$ cat config.mk
export PLATFORM = sky130hd
export DESIGN_NAME = apu_sqrt_cell
export DESIGN_NICKNAME = d
export VERILOG_FILES = /design/src/apu_pkg.sv /design/src/apu_sqrt_cell.sv
export SDC_FILE = /design/constraint.sdc
export NUM_CORES = 1
export LEC_CHECK = 0
export BUFFER_PORTS_ARGS = -buffer_cell sky130_fd_sc_hd__clkbuf_2
export CAP_MARGIN = 0
export CELL_PAD_IN_SITES_DETAIL_PLACEMENT = 1
export CELL_PAD_IN_SITES_GLOBAL_PLACEMENT = 1
export CORE_MARGIN = 2
export CORE_UTILIZATION = 40
export DETAILED_ROUTE_END_ITERATION = 12
export PLACE_DENSITY = 0.93
export SETUP_SLACK_MARGIN = 0.02
export SLEW_MARGIN = 15
export SYNTH_ARGS = -nofsm -noshare
export SYNTH_HDL_FRONTEND = slang
export SYNTH_SLANG_ARGS = --single-unit
export TNS_END_PERCENT = 5
$ cat constraint.sdc
create_clock -name clock -period 5.45 [get_ports clock]
set_input_delay 1.09 -clock clock [delete_from_list [all_inputs] [get_ports clock]]
set_output_delay 1.09 -clock clock [all_outputs]
set_load 0.01 [all_outputs]
$ cat src/apu_pkg.sv
// Shared types and constants for the Adam parameter update pipeline.
package apu_pkg;

   localparam int PARAM_COUNT = 4096;
   localparam int SLOT_W      = $clog2(PARAM_COUNT);
   localparam int IDX_W       = 12;
   localparam int VAL_W       = 32;
   localparam int STEP_W      = 16;
   localparam int MOM2_W      = 48;
   localparam int G2_W        = 47;
   localparam int DEN_W       = 49;
   localparam int QUO_W       = 64;
   localparam int REM2_W      = 34;
   localparam int ROOT_W      = 32;
   localparam int CFG_W       = 32;
   localparam int CSR_IDX_W   = 2;

   // cell counts of the chains
   localparam int POW_CELLS  = STEP_W;
   localparam int DIV_CELLS  = QUO_W;
   localparam int ROOT_CELLS = ROOT_W;
   localparam int STEP_CELLS = 34;

   // valid pipe: input stage, power row, quotient row, root row, two product
   // stages, step quotient row, output register
   localparam int LAT = 1 + POW_CELLS + DIV_CELLS + ROOT_CELLS + 2 + STEP_CELLS + 1;

   // register indexes
   localparam logic [CSR_IDX_W-1:0] REG_LR  = 2'd0;
   localparam logic [CSR_IDX_W-1:0] REG_B1  = 2'd1;
   localparam logic [CSR_IDX_W-1:0] REG_B2  = 2'd2;
   localparam logic [CSR_IDX_W-1:0] REG_EPS = 2'd3;

   // beta^t by square-and-multiply, one exponent bit per cell
   typedef struct packed {
      logic [CFG_W:0]    r1;
      logic [CFG_W-1:0]  b1;
      logic [CFG_W:0]    r2;
      logic [CFG_W-1:0]  b2;
      logic [STEP_W-1:0] t;
   } pow_type;

   // restoring divider, one quotient bit per cell
   typedef struct packed {
      logic [DEN_W-1:0] rem;
      logic [QUO_W-1:0] bits;
      logic [QUO_W-1:0] quo;
      logic [DEN_W-1:0] den;
   } div_type;

   // digit-by-digit square root, one root bit per cell
   typedef struct packed {
      logic [QUO_W-1:0]  x;
      logic [REM2_W-1:0] rem;
      logic [ROOT_W-1:0] root;
   } sqrt_type;

   typedef struct packed {
      logic [IDX_W-1:0]  idx;
      logic [VAL_W-1:0]  cur;
      logic [VAL_W-1:0]  m;
      logic [MOM2_W-1:0] v;
   } side1_type;

   typedef struct packed {
      logic [IDX_W-1:0] idx;
      logic [VAL_W-1:0] cur;
      logic             neg;
      logic             ovf;
   } side2_type;

   typedef struct packed {
      logic [IDX_W-1:0] idx;
      logic [VAL_W-1:0] cur;
      logic             neg;
      logic [QUO_W-1:0] mhat;
   } side3_type;

   typedef struct packed {
      logic [IDX_W-1:0]   idx;
      logic [VAL_W-1:0]   cur;
      logic               neg;
      logic [DEN_W-1:0]   den;
      logic [2*CFG_W-1:0] ph;
      logic [2*CFG_W-1:0] pl;
   } prod_type;

   typedef struct packed {
      logic [IDX_W-1:0] idx;
      logic [VAL_W-1:0] cur;
      logic             neg;
      logic [DEN_W-1:0] den;
      logic [QUO_W-1:0] p;
   } num_type;

   typedef struct packed {
      logic [IDX_W-1:0] idx;
      logic [VAL_W-1:0] cur;
      logic             neg;
      logic             clamp;
   } side4_type;

endpackage

$ cat src/apu_sqrt_cell.sv
// One cell of the square root row: produces one root bit.
module apu_sqrt_cell (
   input  logic              clock,
   input  logic              en,
   input  apu_pkg::sqrt_type sqrt_in,
   output apu_pkg::sqrt_type sqrt_out
);
   import apu_pkg::*;

   logic [REM2_W+1:0] rem_sh;
   logic [REM2_W+1:0] trial;
   logic [REM2_W+1:0] diff;
   logic              ge;
   sqrt_type          nxt_in;
   sqrt_type          out_ff;

   // bring in two radicand bits, try 4*root+1
   always_comb begin
      rem_sh = {sqrt_in.rem, sqrt_in.x[QUO_W-1:QUO_W-2]};
      trial  = (REM2_W+2)'({sqrt_in.root, 2'b01});
      ge     = rem_sh >= trial;
      diff   = rem_sh - trial;
      nxt_in.rem  = ge ? diff[REM2_W-1:0] : rem_sh[REM2_W-1:0];
      nxt_in.root = {sqrt_in.root[ROOT_W-2:0], ge};
      nxt_in.x    = {sqrt_in.x[QUO_W-3:0], 2'b00};
   end

   always_ff @(posedge clock) begin
      if (en) begin
         out_ff <= nxt_in;
      end
   end

   assign sqrt_out = out_ff;
endmodule

==> flow_summary_export.csv <==
group,metric,value,unit
detailed_routing,vias_per_cell,5.13,
pwr,power.density,364,nW/um2
synthesis,synth_top_family_by_area,"compound AO/OA/AOI/OAI gates",
synthesis,ys.warnings.count,0,
clocking,postCtsSetupBuffers,0,
synthesis,syn_area,6310,um2
timing,finalSetupViolations,0,
timing,fmax,260,MHz
synthesis,yosysSeqAreaShare,60.9,%
detailed_routing,drc,0,
placement,pre_cts_ws,1.14,ns
min_path,worstHoldPathCells,1,
clocking,cts-buffers-inserted,17,
timing,maxSlewHeadroom,43.0,%
detailed_routing,wl_met2,11.3,mm
detailed_routing,wl_met1,7.69,mm
synthesis,synthMuxAreaShare,0.872,%
clocking,ctsResizeCount,0,
synthesis,synthAdderAreaFrac,6.74,%
floorplan,die_h,130,um
synthesis,ys_ff_latch,128,
pwr,comb_power_share,17.8,%
worst_setup_path,crit_arrival,4.03,ns
timing,setup_tns,0,ns
final_layout,areaGrowthSynthToFinish,34.1,%
floorplan,boundaryPins,262,
pwr,power_switching,0.834,mW
grt,overflow,0,
pwr,clockPowerShare,41.9,%
detailed_routing,ant_nets,0,
clocking,cts.sinks,128,
final_layout,final_common_cell,"clkbuf_2",
pwr,leakage,3.82,nW
placement,dp_hpwl,15.4,mm
worst_setup_path,crit_required,5.63,ns
floorplan,core_area,15300,um2
worst_setup_path,critPathLaunchType,"input pin",
placement,gp_congestion,0.863,
clocking,hold_buffers,0,
synthesis,syn_inst,507,
worst_setup_path,cp_slowest_cell,"o21a_2",
clocking,cts_max_level,4,
grt,grt_pass1_vias,5442,
timing,final.setup.worst_slack,1.60,ns
worst_setup_path,path_class,"input pin to flip-flop",
worst_setup_path,max_stage_delay,0.70,ns
timing,drv_slew,0,
synthesis,synth_xor_area_share,3.74,%
floorplan,start_util,41.2,%
floorplan,rows,45,
detailed_routing,vias,5108,
pwr,seq_power_share,40.3,%
pwr,intPower,2.24,mW
clocking,cts_buffer_depth,2,
timing,tightest_slew,0.856,ns
grt,antenna_found_initial,0,
grt,grtUsageTotal,25.2,%
worst_setup_path,cp-end-kind,"flip-flop",
floorplan,die_w,130,um
synthesis,syn_avg_cell_area,12.5,um2
worst_setup_path,path_cells,"clkbuf_2 -> inv_1 -> ha_1 -> a21o_1 -> o41ai_2 -> o211ai_1 -> a211oi_1 -> o21a_2 -> clkinv_2 -> mux2_4",
final_layout,drive_gt1_share,40.1,%
timing,min_period,3.85,ns
final_layout,finalNetCount,938,
grt,grt_max_degree,95,
final_layout,layout_common_cells,"clkbuf_2, edfxtp_1, nand2_1, inv_1, o21ai_0",
clocking,tritoncts,"yes",
synthesis,synth_flop_cell,"edfxtp_1",
min_path,hold_class,"input pin to flip-flop",
detailed_routing,top_layer,"met4",
synthesis,ys_async_sr_fraction,0,%
min_path,whs_endpoint,"sqrt_out[104]",
timing,finalHoldViolations,0,
grt,grt_pass1_wl,31.3,mm
clocking,clk_pin_slew,0.06,ns
placement,placed_cell_area,7810,um2
placement,port_buffers,259,
floorplan,dieArea,16800,um2
detailed_routing,first_pass_iters,4,
detailed_routing,drtIter0Drc,289,
min_path,hp-start,"sqrt_in[102]",
pwr,vdd_drop_max,0.232,mV
timing,rsz0062_at_grt,"false",
clocking,cts-root-buf,"clkbuf_16",
synthesis,synthDistinctLibCells,62,
timing,post-route-period-util,70.6,%
pwr,sw_frac_of_total,27.1,%
synthesis,synth-edff-count,128,
worst_setup_path,crit_fanout,43,
detailed_routing,wl_met3,1.51,mm
status,status,"completed",
synthesis,synth-simple-area-share,8.88,%
final_layout,largest_reg_flops,128,
final_layout,postLayoutCellArea,8470,um2
detailed_routing,avgRoutedWirePerCell,21.3,um
job,maxCapViolations,0,
detailed_routing,wirelength,21.2,mm
final_layout,antenna_cells,0,
synthesis,synth_compound_area_share,14.8,%
cells by family after synthesis:
| logic type | count (synthesis) |
|---|---|
| compound gates | 133 |
| mux | 5 |
| other cells | 1 |
| fa+ha+maj | 34 |
| flops | 128 |
| buf+inv | 59 |
| simple gates | 120 |
| xor+xnor | 27 |
metrics by stage:
| stage | hold WS (ns) | util [%] | cells | total power, mW |
|---|---|---|---|---|
| finish | 0.838 | 55.3 | 996 | 3.08 |
| global route | 0.828 | 55.3 | 996 | 3.18 |
| CTS | 0.828 | 55.3 | 996 | 3.10 |
| detailed placement | 1.27 | 51.0 | 964 | 1.80 |
| global placement | 1.27 | 51.0 | 964 | 1.77 |
| floorplan | 1.19 | - | 508 | 1.55 |
worst max-delay path: cells and delay by family:
family / cells / cell delay, ns
fa+ha+maj: 1 / 0.40
mux: 1 / 0.33
compound gates: 5 / 1.85
buf+inv: 3 / 0.34
Yosys cell counts (all sizes together) (7+ instances only):
library cell  instances  area (um2)
a21o                 20         151
a21oi                28         140
buf                   9        56.3
clkbuf                7        38.8
edfxtp              128        3840
ha                   34         425
inv                  42         158
nand2                58         218
nand4                 7        50.1
nor2                 18        67.6
nor3                 10        50.1
o21ai                46         234
xnor2                14         123
xor2                 13         114
per-layer routing:
metal	vias to the layer above	GRT usage [%]
met3	34	7.47
li1	2402	-
met4	0	9.87
met1	2497	26.7
met2	175	46.9
met5	-	0
power groups by stage:
stage | clock [mW] | combinational, mW | sequential [mW]
after floorplan | 0 | 0.241 | 1.31
after global placement | 0 | 0.520 | 1.25
after detailed placement | 0 | 0.540 | 1.26
after CTS | 1.30 | 0.550 | 1.24
after global routing | 1.33 | 0.598 | 1.25
final | 1.29 | 0.548 | 1.24
worst max-delay path by stage:
| stage | start | to | slack, ns | depth (start not counted) |
|---|---|---|---|---|
| after floorplan | sqrt_in[9] | sqrt_out[59] | 2.10 | 10 |
| after detailed placement | sqrt_in[7] | sqrt_out[37] | 1.14 | 10 |
| after global placement | sqrt_in[7] | sqrt_out[34] | 1.31 | 10 |
| after CTS | sqrt_in[7] | sqrt_out[37] | 1.59 | 10 |
| after global routing | sqrt_in[0] | sqrt_out[64] | 1.32 | 11 |
| final | sqrt_in[7] | sqrt_out[59] | 1.60 | 10 |
cell type report:
class                      instances  area [um2]
inverter                          43         163
clock inverter                    14         230
clock buffer                      18         429
multi-input combinational        321        2220
sequential                       128        3840
tap                              211         264
fill                            1701        6850
timing repair buffer             261        1320
Power figures use the tool's default switching activity.
