## src/apu_pkg.sv

```systemverilog
// Shared types and constants for the Adam parameter update pipeline.
package apu_pkg;

   localparam int PARAM_COUNT = 4096;
   localparam int SLOT_W      = $clog2(PARAM_COUNT);
   localparam int IDX_W       = 12;
   localparam int VAL_W       = 32;
   localparam int STEP_W      = 16;
   localparam int MOM2_W      = 48;
   localparam int G2_W        = 47;
   localparam int DEN_W       = 49;
   localparam int QUO_W       = 64;
   localparam int REM2_W      = 34;
   localparam int ROOT_W      = 32;
   localparam int CFG_W       = 32;
   localparam int CSR_IDX_W   = 2;

   // cell counts of the chains
   localparam int POW_CELLS  = STEP_W;
   localparam int DIV_CELLS  = QUO_W;
   localparam int ROOT_CELLS = ROOT_W;
   localparam int STEP_CELLS = 34;

   // valid pipe: input stage, power row, quotient row, root row, two product
   // stages, step quotient row, output register
   localparam int LAT = 1 + POW_CELLS + DIV_CELLS + ROOT_CELLS + 2 + STEP_CELLS + 1;

   // register indexes
   localparam logic [CSR_IDX_W-1:0] REG_LR  = 2'd0;
   localparam logic [CSR_IDX_W-1:0] REG_B1  = 2'd1;
   localparam logic [CSR_IDX_W-1:0] REG_B2  = 2'd2;
   localparam logic [CSR_IDX_W-1:0] REG_EPS = 2'd3;

   // beta^t by square-and-multiply, one exponent bit per cell
   typedef struct packed {
      logic [CFG_W:0]    r1;
      logic [CFG_W-1:0]  b1;
      logic [CFG_W:0]    r2;
      logic [CFG_W-1:0]  b2;
      logic [STEP_W-1:0] t;
   } pow_type;

   // restoring divider, one quotient bit per cell
   typedef struct packed {
      logic [DEN_W-1:0] rem;
      logic [QUO_W-1:0] bits;
      logic [QUO_W-1:0] quo;
      logic [DEN_W-1:0] den;
   } div_type;

   // digit-by-digit square root, one root bit per cell
   typedef struct packed {
      logic [QUO_W-1:0]  x;
      logic [REM2_W-1:0] rem;
      logic [ROOT_W-1:0] root;
   } sqrt_type;

   typedef struct packed {
      logic [IDX_W-1:0]  idx;
      logic [VAL_W-1:0]  cur;
      logic [VAL_W-1:0]  m;
      logic [MOM2_W-1:0] v;
   } side1_type;

   typedef struct packed {
      logic [IDX_W-1:0] idx;
      logic [VAL_W-1:0] cur;
      logic             neg;
      logic             ovf;
   } side2_type;

   typedef struct packed {
      logic [IDX_W-1:0] idx;
      logic [VAL_W-1:0] cur;
      logic             neg;
      logic [QUO_W-1:0] mhat;
   } side3_type;

   typedef struct packed {
      logic [IDX_W-1:0]   idx;
      logic [VAL_W-1:0]   cur;
      logic               neg;
      logic [DEN_W-1:0]   den;
      logic [2*CFG_W-1:0] ph;
      logic [2*CFG_W-1:0] pl;
   } prod_type;

   typedef struct packed {
      logic [IDX_W-1:0] idx;
      logic [VAL_W-1:0] cur;
      logic             neg;
      logic [DEN_W-1:0] den;
      logic [QUO_W-1:0] p;
   } num_type;

   typedef struct packed {
      logic [IDX_W-1:0] idx;
      logic [VAL_W-1:0] cur;
      logic             neg;
      logic             clamp;
   } side4_type;

endpackage

```

## src/apu_div_cell.sv

```systemverilog
// One cell of a restoring divider row: produces one quotient bit.
module apu_div_cell (
   input  logic             clock,
   input  logic             en,
   input  apu_pkg::div_type div_in,
   output apu_pkg::div_type div_out
);
   import apu_pkg::*;

   logic [DEN_W:0] rem_sh;
   logic [DEN_W:0] diff;
   logic           ge;
   div_type        nxt_in;
   div_type        out_ff;

   // shift in the next dividend bit, subtract when it fits
   always_comb begin
      rem_sh = {div_in.rem, div_in.bits[QUO_W-1]};
      ge     = rem_sh >= {1'b0, div_in.den};
      diff   = rem_sh - {1'b0, div_in.den};
      nxt_in.rem  = ge ? diff[DEN_W-1:0] : rem_sh[DEN_W-1:0];
      nxt_in.bits = {div_in.bits[QUO_W-2:0], 1'b0};
      nxt_in.quo  = {div_in.quo[QUO_W-2:0], ge};
      nxt_in.den  = div_in.den;
   end

   always_ff @(posedge clock) begin
      if (en) begin
         out_ff <= nxt_in;
      end
   end

   assign div_out = out_ff;
endmodule

```

## config.mk

```make
export PLATFORM = sky130hd
export DESIGN_NAME = apu_div_cell
export DESIGN_NICKNAME = d
export VERILOG_FILES = /design/src/apu_pkg.sv /design/src/apu_div_cell.sv
export SDC_FILE = /design/constraint.sdc
export NUM_CORES = 1
export LEC_CHECK = 0
export ABC_CLOCK_PERIOD_IN_PS = 3930
export BUFFER_PORTS_ARGS = -buffer_cell sky130_fd_sc_hd__clkbuf_2
export CORE_AREA = 2 2 177 179
export CTS_CLUSTER_SIZE = 25
export DETAILED_ROUTE_END_ITERATION = 8
export DIE_AREA = 0 0 179 181
export GPL_TIMING_DRIVEN = 0
export PLACE_DENSITY = 0.64
export SLEW_MARGIN = 20
export SYNTH_ARGS = -nofsm -noshare
export SYNTH_HDL_FRONTEND = slang
export SYNTH_SLANG_ARGS = --single-unit
```

## constraint.sdc

```tcl
create_clock -name clock -period 3.93 [get_ports clock]
set_clock_uncertainty 0.2 [all_clocks]
set_input_delay 0.786 -clock clock [delete_from_list [all_inputs] [get_ports clock]]
set_output_delay 0.786 -clock clock [all_outputs]
set_load 0.01 [all_outputs]
```

==> results.txt, run 1 <==
Pre-antenna DRT Iters -> 5
Synthesized area per cell -> 13.29 um2
Cell Area, Synth -> 10250 um2
Achievable Freq -> 257.0 MHz
Switching power total -> 1794 uW
H-tree levels -> 1
Placement Setup Slack -> -0.9909 ns
CTS tree -> done
Number of max-cap violations -> 0
Num CTS Buffers -> 26
Final worst path period share -> 99.00%
Layout net count -> 1545
Worst slew margin -> 56.71%
Pint -> 4956 uW
Hold path depth -> 1
Core Footprint -> 30350 um2
Ys Warns -> 0
Total gr overflow -> 0
Seq/Total Area, Yosys -> 65.93%
GRT Resource Usage Total -> 19.92%
Antenna-violating nets left -> 0
First-pass GRT wire length -> 48760 um
Number of synthesized flops with an enable pin -> 225
Final Hold Viols -> 0
Post-DP HPWL -> 26890 um
Least-Margin Pin Slew -> 0.6479 ns
Worst EP arrival -> 3.95 ns
Port buffer count -> 451
CP bufs+invs -> 8
CP required -> 3.99 ns
Fin crit period -> 3.891 ns
Via/cell ratio -> 4.863
CP Capture Type -> flip-flop
Crit path max fanout -> 5
Share of Yosys cell area claimed by the top area cell type -> 65.93%
CP max stage delay -> 0.34 ns
DR DRC count -> 0
Power Density -> 475.9 nW/um2
Cells after Synth -> 771
Worst IR Drop VDD -> 0.0002774 V
Vias in the first global route -> 8157
Most used DFF post-synth -> edfxtp_1
Clock buffer depth -> 3
Clk slew on worst S/H paths -> 0.06 ns
Die ar. -> 32400 um2
WL final -> 34140 um
Tightest Hold Check Type -> in2reg
Hold Path End -> div_out[53]
Initial antenna violation count -> 8
CP max-delay cell -> mux2_1
Final Worst Setup Slack -> 0.03946 ns
Final instance area -> 14180 um2
Initial Utilization -> 33.76%
Area after DPL -> 13060 um2
Setup CP Type -> in2reg
Number of distinct library cells after synthesis -> 52
Die H -> 181 um
IO Pins -> 454
CP most frequent cell -> buf_4
Combinational share of power -> 18.7%
Post-synth ARST share -> 0%
Crit path cell chain -> clkbuf_2 -> inv_1 -> ha_1 -> inv_1 -> fa_2 -> a21oi_4 -> o22ai_2 -> o211ai_1 -> buf_4 -> o221ai_4 -> a21oi_4 -> o41ai_4 -> buf_4 -> a211oi_4 -> buf_6 -> o31ai_4 -> buf_4 -> buf_8 -> mux2_1
Finish-stage setup viols -> 0
Seq pwr share -> 44.2%
Share of cells above drive strength 1 -> 42.22%
RD Place Congestion -> 0.8521
Leading area contributor after synthesis -> edfxtp_1
Synthesized flop and latch total -> 225
Outcome -> completed
Area delta synth->final -> 38.40%
FP Rows -> 64
Clock network fraction of total power -> 37.1%
Pins Over Slew Limit -> 0
Cts hold-fix bufs -> 0
Post-DR wirelength/cell -> 20.30 um
Static leakage -> 0.006328 uW
Die W -> 179 um
RSZ-0062 raised after global routing -> yes
CTS root buffer -> clkbuf_16
Via count -> 8179
Setup crit start kind -> input port
Sw frac -> 26.57%
Hold path start -> div_in[52]
Initial DRC Count -> 495
Antenna cell count -> 0
Mapped Nets -> 1049
Max reg flops -> 225
Largest net degree at the start of global routing -> 96
CP delay by family, top -> compound AO/OA/AOI/OAI gates
Main area contributors after synthesis -> edfxtp_1 66%, ha_1 6.0%, a21oi_1 4.4%, xnor2_1 2.5%, inv_1 2.3%
CTS Sinks -> 225
-- how the worst max path moves through the flow --
stage | startpoint | endpoint | slack (ns) | cells after the start
finish | div_in[176] | div_out[215] | 0.04 | 19
global route | div_in[176] | div_out[217] | -0.05 | 20
CTS | div_in[176] | div_out[218] | 0.02 | 18
detailed placement | div_in[176] | div_out[204] | -0.99 | 16
global placement | en | div_out[88] | -1.70 | 1
floorplan | div_in[176] | div_out[178] | 0.06 | 14
-- power by group through the flow --
stage	Combinational (uW)	Sequential, uW	Clock, uW
after floorplan	500	3160	0
after global placement	1200	3050	0
after detailed placement	1220	3030	0
after CTS	1250	2990	2580
after global routing	1380	3010	2660
final	1260	2990	2500
-- cell families (layout without fill, tap and decap cells) --
logic type,Yosys count,after routing,share of synthesized area [%]
adder cells (fa/ha/maj),50,50,6.178
multiplexers,11,11,1.209
other,1,1,0.03659
XOR/XNOR,46,46,3.932
flip-flops,225,225,65.93
buffers and inverters,96,611,3.761
AO/OA/AOI/OAI,190,190,11.90
AND/OR/NAND/NOR,152,152,7.045
-- metal layers --
metal  wire length [um]  track usage, %  up-vias
met2              17130           35.48      339
met3               3362           6.397       73
met4               1217           7.187       14
met1              12330           21.96     3892
li1                   -               -     3861
met5                 91               0        -
-- synth_stat cells, drive strengths merged (2+ instances only) --
| library cell | n |
|---|---|
| a211oi | 4 |
| a21o | 25 |
| a21oi | 91 |
| a31o | 2 |
| a31oi | 5 |
| and2 | 4 |
| and3 | 4 |
| buf | 10 |
| clkbuf | 22 |
| edfxtp | 225 |
| ha | 49 |
| inv | 64 |
| mux2 | 11 |
| nand2 | 26 |
| nand2b | 2 |
| nand3 | 11 |
| nand4 | 20 |
| nor2 | 61 |
| nor2b | 5 |
| nor3 | 5 |
| nor3b | 2 |
| nor4 | 4 |
| o211ai | 4 |
| o21a | 7 |
| o21ai | 19 |
| o21bai | 12 |
| o221ai | 5 |
| o22ai | 2 |
| o31ai | 7 |
| o41ai | 2 |
| or2 | 2 |
| or3 | 2 |
| or4 | 2 |
| xnor2 | 29 |
| xor2 | 17 |
-- cells in the final DEF (no fill, tap or decap), drive strengths merged, types with 2 or more instances in the layout --
master,Yosys,final
nor3,5,5
or2,2,2
xor2,17,17
nand3,11,11
mux2,11,11
o21a,7,7
nor4,4,4
edfxtp,225,225
a21oi,91,91
and3,4,4
o21bai,12,12
o21ai,19,19
nand2b,2,2
or4,2,2
nand4,20,20
o41ai,2,2
bufinv,0,4
o31ai,7,7
clkinv,0,9
o22ai,2,2
nand2,26,26
a211oi,4,4
o221ai,5,5
a31oi,5,5
o211ai,4,4
nor2,61,61
clkbuf,22,502
buf,10,27
xnor2,29,29
ha,49,49
a21o,25,25
nor2b,5,5
clkinvlp,0,4
a31o,2,2
nor3b,2,2
or3,2,2
and2,4,4
inv,64,65
-- area by class of cell --
class,instances,area (um2)
clock buffers,29,683.2
inverters,64,240.2
fillers,2863,16170
flip-flops and latches,225,6756
multi-input cells,450,3169
well taps,396,495.5
plain buffers,31,170.2
clock inverters,18,205.2
repair buffers,469,2462
-- stage by stage --
step / TNS (ns) / hold WS (ns) / util, % / std cells / total power (uW)
floorplan: 0 / 0.6849 / - / 771 / 3661
global placement: -419.72 / 0.7635 / 42.83 / 1618 / 4246
detailed placement: -45.48 / 0.7646 / 43.05 / 1620 / 4252
CTS: 0 / 0.2007 / 46.31 / 1674 / 6816
global route: -0.9937 / 0.2100 / 46.73 / 1682 / 7048
finish: 0 / 0.2335 / 46.73 / 1682 / 6750
-- repair_timing --
| item | in CTS | in global routing |
|---|---|---|
| pin swaps | 4 | 5 |
| hold endpoints to repair | 0 | 0 |
| cloned | 0 | 1 |
| setup buffers | 7 | 8 |
| setup endpoints to repair | 50 | 50 |
| resized for setup | 13 | 12 |
Note: power is estimated with default switching activity, not from simulation.
==> run 2: changes to the inputs <==
- BUFFER_PORTS_ARGS: -buffer_cell sky130_fd_sc_hd__clkbuf_2 -> -buffer_cell sky130_fd_sc_hd__buf_2
==> results.txt, run 2 (same netlist as run 1, synthesis figures left out) <==
Final Hold Viols -> 0 (unchanged)
CP Capture Type -> flip-flop
Setup CP Type -> in2reg
Worst slew margin -> 60.68% (+4.0 points)
Via/cell ratio -> 4.846 (-0.35%)
Crit path max fanout -> 10 (+5)
Antenna-violating nets left -> 0 (unchanged)
FP Rows -> 64 (unchanged)
Total gr overflow -> 0 (unchanged)
Vias in the first global route -> 8149 (-0.098%)
IO Pins -> 454 (unchanged)
Pins Over Slew Limit -> 0 (unchanged)
Number of max-cap violations -> 0 (unchanged)
Achievable Freq -> 262.2 MHz (+2.0%)
Most common cell after layout, fill and taps aside -> buf_2
Post-DR wirelength/cell -> 20.22 um (-0.36%)
Die ar. -> 32400 um2 (unchanged)
Hold path start -> div_in[98]
Finish-stage setup viols -> 0 (unchanged)
# fillers -> 2853 (-0.35%)
RSZ-0062 raised after global routing -> yes
CP required -> 4.01 ns (+0.02 ns)
WL final -> 34080 um (-0.18%)
Final Worst Setup Slack -> 0.1159 ns (+0.07646 ns)
First-pass GRT wire length -> 48760 um (unchanged)
Fin crit period -> 3.814 ns (-0.07646 ns)
Share of cells above drive strength 1 -> 42.17% (-0.057 points)
WHS -> 0.2322 ns (-0.001263 ns)
H-tree levels -> 1 (unchanged)
Hold path depth -> 1 (unchanged)
Largest net degree at the start of global routing -> 99 (+3.1%)
Final instance area -> 14140 um2 (-0.27%)
Area delta synth->final -> 38.03%
Initial Utilization -> 33.76% (unchanged)
Placement Setup Slack -> -0.9841 ns (+0.006707 ns)
Worst IR Drop VDD -> 0.0002722 V (-1.9%)
Initial DRC Count -> 506 (+2.2%)
DR DRC count -> 0 (unchanged)
Final worst path period share -> 97.05% (-1.9 points)
Tightest Hold Check Type -> in2reg
Clk slew on worst S/H paths -> 0.06 ns (about the same)
Die W -> 179 um (unchanged)
RD Place Congestion -> 0.8489 (-0.38%)
Area after DPL -> 13070 um2 (about the same)
Final setup TNS -> 0 ns (unchanged)
Hold Path End -> div_out[99]
Die H -> 181 um (unchanged)
Power Density -> 472.0 nW/um2 (-0.83%)
Post-DP HPWL -> 26760 um (-0.50%)
Least-Margin Pin Slew -> 0.5886 ns (-0.05936 ns)
Outcome -> completed
Static leakage -> 0.006200 uW (-2.0%)
Num CTS Buffers -> 26 (unchanged)
Setup crit start kind -> input port
GRT Resource Usage Total -> 20.02% (+0.11 points)
Total Power -> 6676 uW (-1.1%)
Multi-input gate area -> 3172 um2 (about the same)
Core Footprint -> 30350 um2 (unchanged)
Layout net count -> 1544 (-0.065%)
Initial antenna violation count -> 15 (+7)
Cts hold-fix bufs -> 0 (unchanged)
CTS root buffer -> clkbuf_16
CTS tree -> done
Max reg flops -> 225 (unchanged)
Port buffer count -> 451 (unchanged)
Pre-antenna DRT Iters -> 5 (unchanged)
Worst EP arrival -> 3.89 ns (-0.06 ns)
Clock buffer depth -> 3 (unchanged)
Register area -> 6756 um2 (unchanged)
CTS Sinks -> 225 (unchanged)
Via count -> 8165 (-0.17%)
Most frequent cells in the layout -> 451 x buf_2, 225 x edfxtp_1, 89 x a21oi_1
[run 2: worst max-delay path, cell delays in order]
cell and delay [ns]:
buf_2 0.10, inv_1 0.05, ha_1 0.16, inv_1 0.08, fa_2 0.39, a21oi_2 0.18, o22ai_2 0.11, o211ai_1 0.18
buf_4 0.17, o221ai_4 0.14, a21oi_4 0.23, o41ai_4 0.07, buf_4 0.17, a211oi_4 0.20, buf_6 0.14, o31ai_4 0.05
buf_4 0.17, buf_4 0.15, buf_4 0.18, nor2_1 0.12, a21oi_1 0.05
[run 2: report_power, final]
| group | switching, uW | total [uW] | leakage [uW] | internal, uW |
|---|---|---|---|---|
| sequential | 55.7 | 2980 | 0.00220 | 2920 |
| combinational | 739 | 1260 | 0.00359 | 519 |
| clock | 992 | 2440 | 0.000405 | 1450 |
[run 2: what timing repair did]
| action | CTS | global route |
|---|---|---|
| setup buffers | 8 | 6 |
| setup endpoints to repair | 50 | 50 |
| endpoints found under the hold margin | 0 | 0 |
| resized for setup | 15 | 9 |
| pin swaps | 5 | 5 |
[run 2: final cells by class]
class | instances | area share [%]
repair buffers | 467 | 17.19
multi-input cells | 450 | 22.42
clock inverters | 16 | 1.274
clock buffers | 29 | 4.830
plain buffers | 32 | 1.212
diodes | 6 | 0.1061
inverters | 64 | 1.698
well taps | 396 | 3.503
flip-flops and latches | 225 | 47.77
[run 2: how the worst max path moves through the flow]
stage / startpoint / endpoint / slack [ns] / cells past startpoint
3_3_place_gp: en / div_out[88] / -1.29 / 1
5_1_grt: div_in[176] / div_out[192] / -0.01 / 21
2_1_floorplan: div_in[176] / div_out[178] / 0.06 / 14
4_1_cts: div_in[0] / div_out[221] / 0.002 / 17
3_5_place_dp: div_in[0] / div_out[221] / -0.98 / 14
6_report: div_in[176] / div_out[187] / 0.12 / 21
[run 2: metal layers]
metal | GRT usage, % | share of wire (%) | vias to the layer above
met5 | 0 | 0.40 | -
met4 | 6.764 | 3.6 | 20
met3 | 6.545 | 10 | 87
met2 | 35.68 | 50 | 381
met1 | 22.20 | 36 | 3806
li1 | - | - | 3871
[run 2: stage by stage]
step	utilization [%]	cells
5_1_grt	46.59	1683
6_report	46.61	1685
2_1_floorplan	-	771
3_3_place_gp	42.83	1618
3_5_place_dp	43.05	1620
4_1_cts	46.29	1673
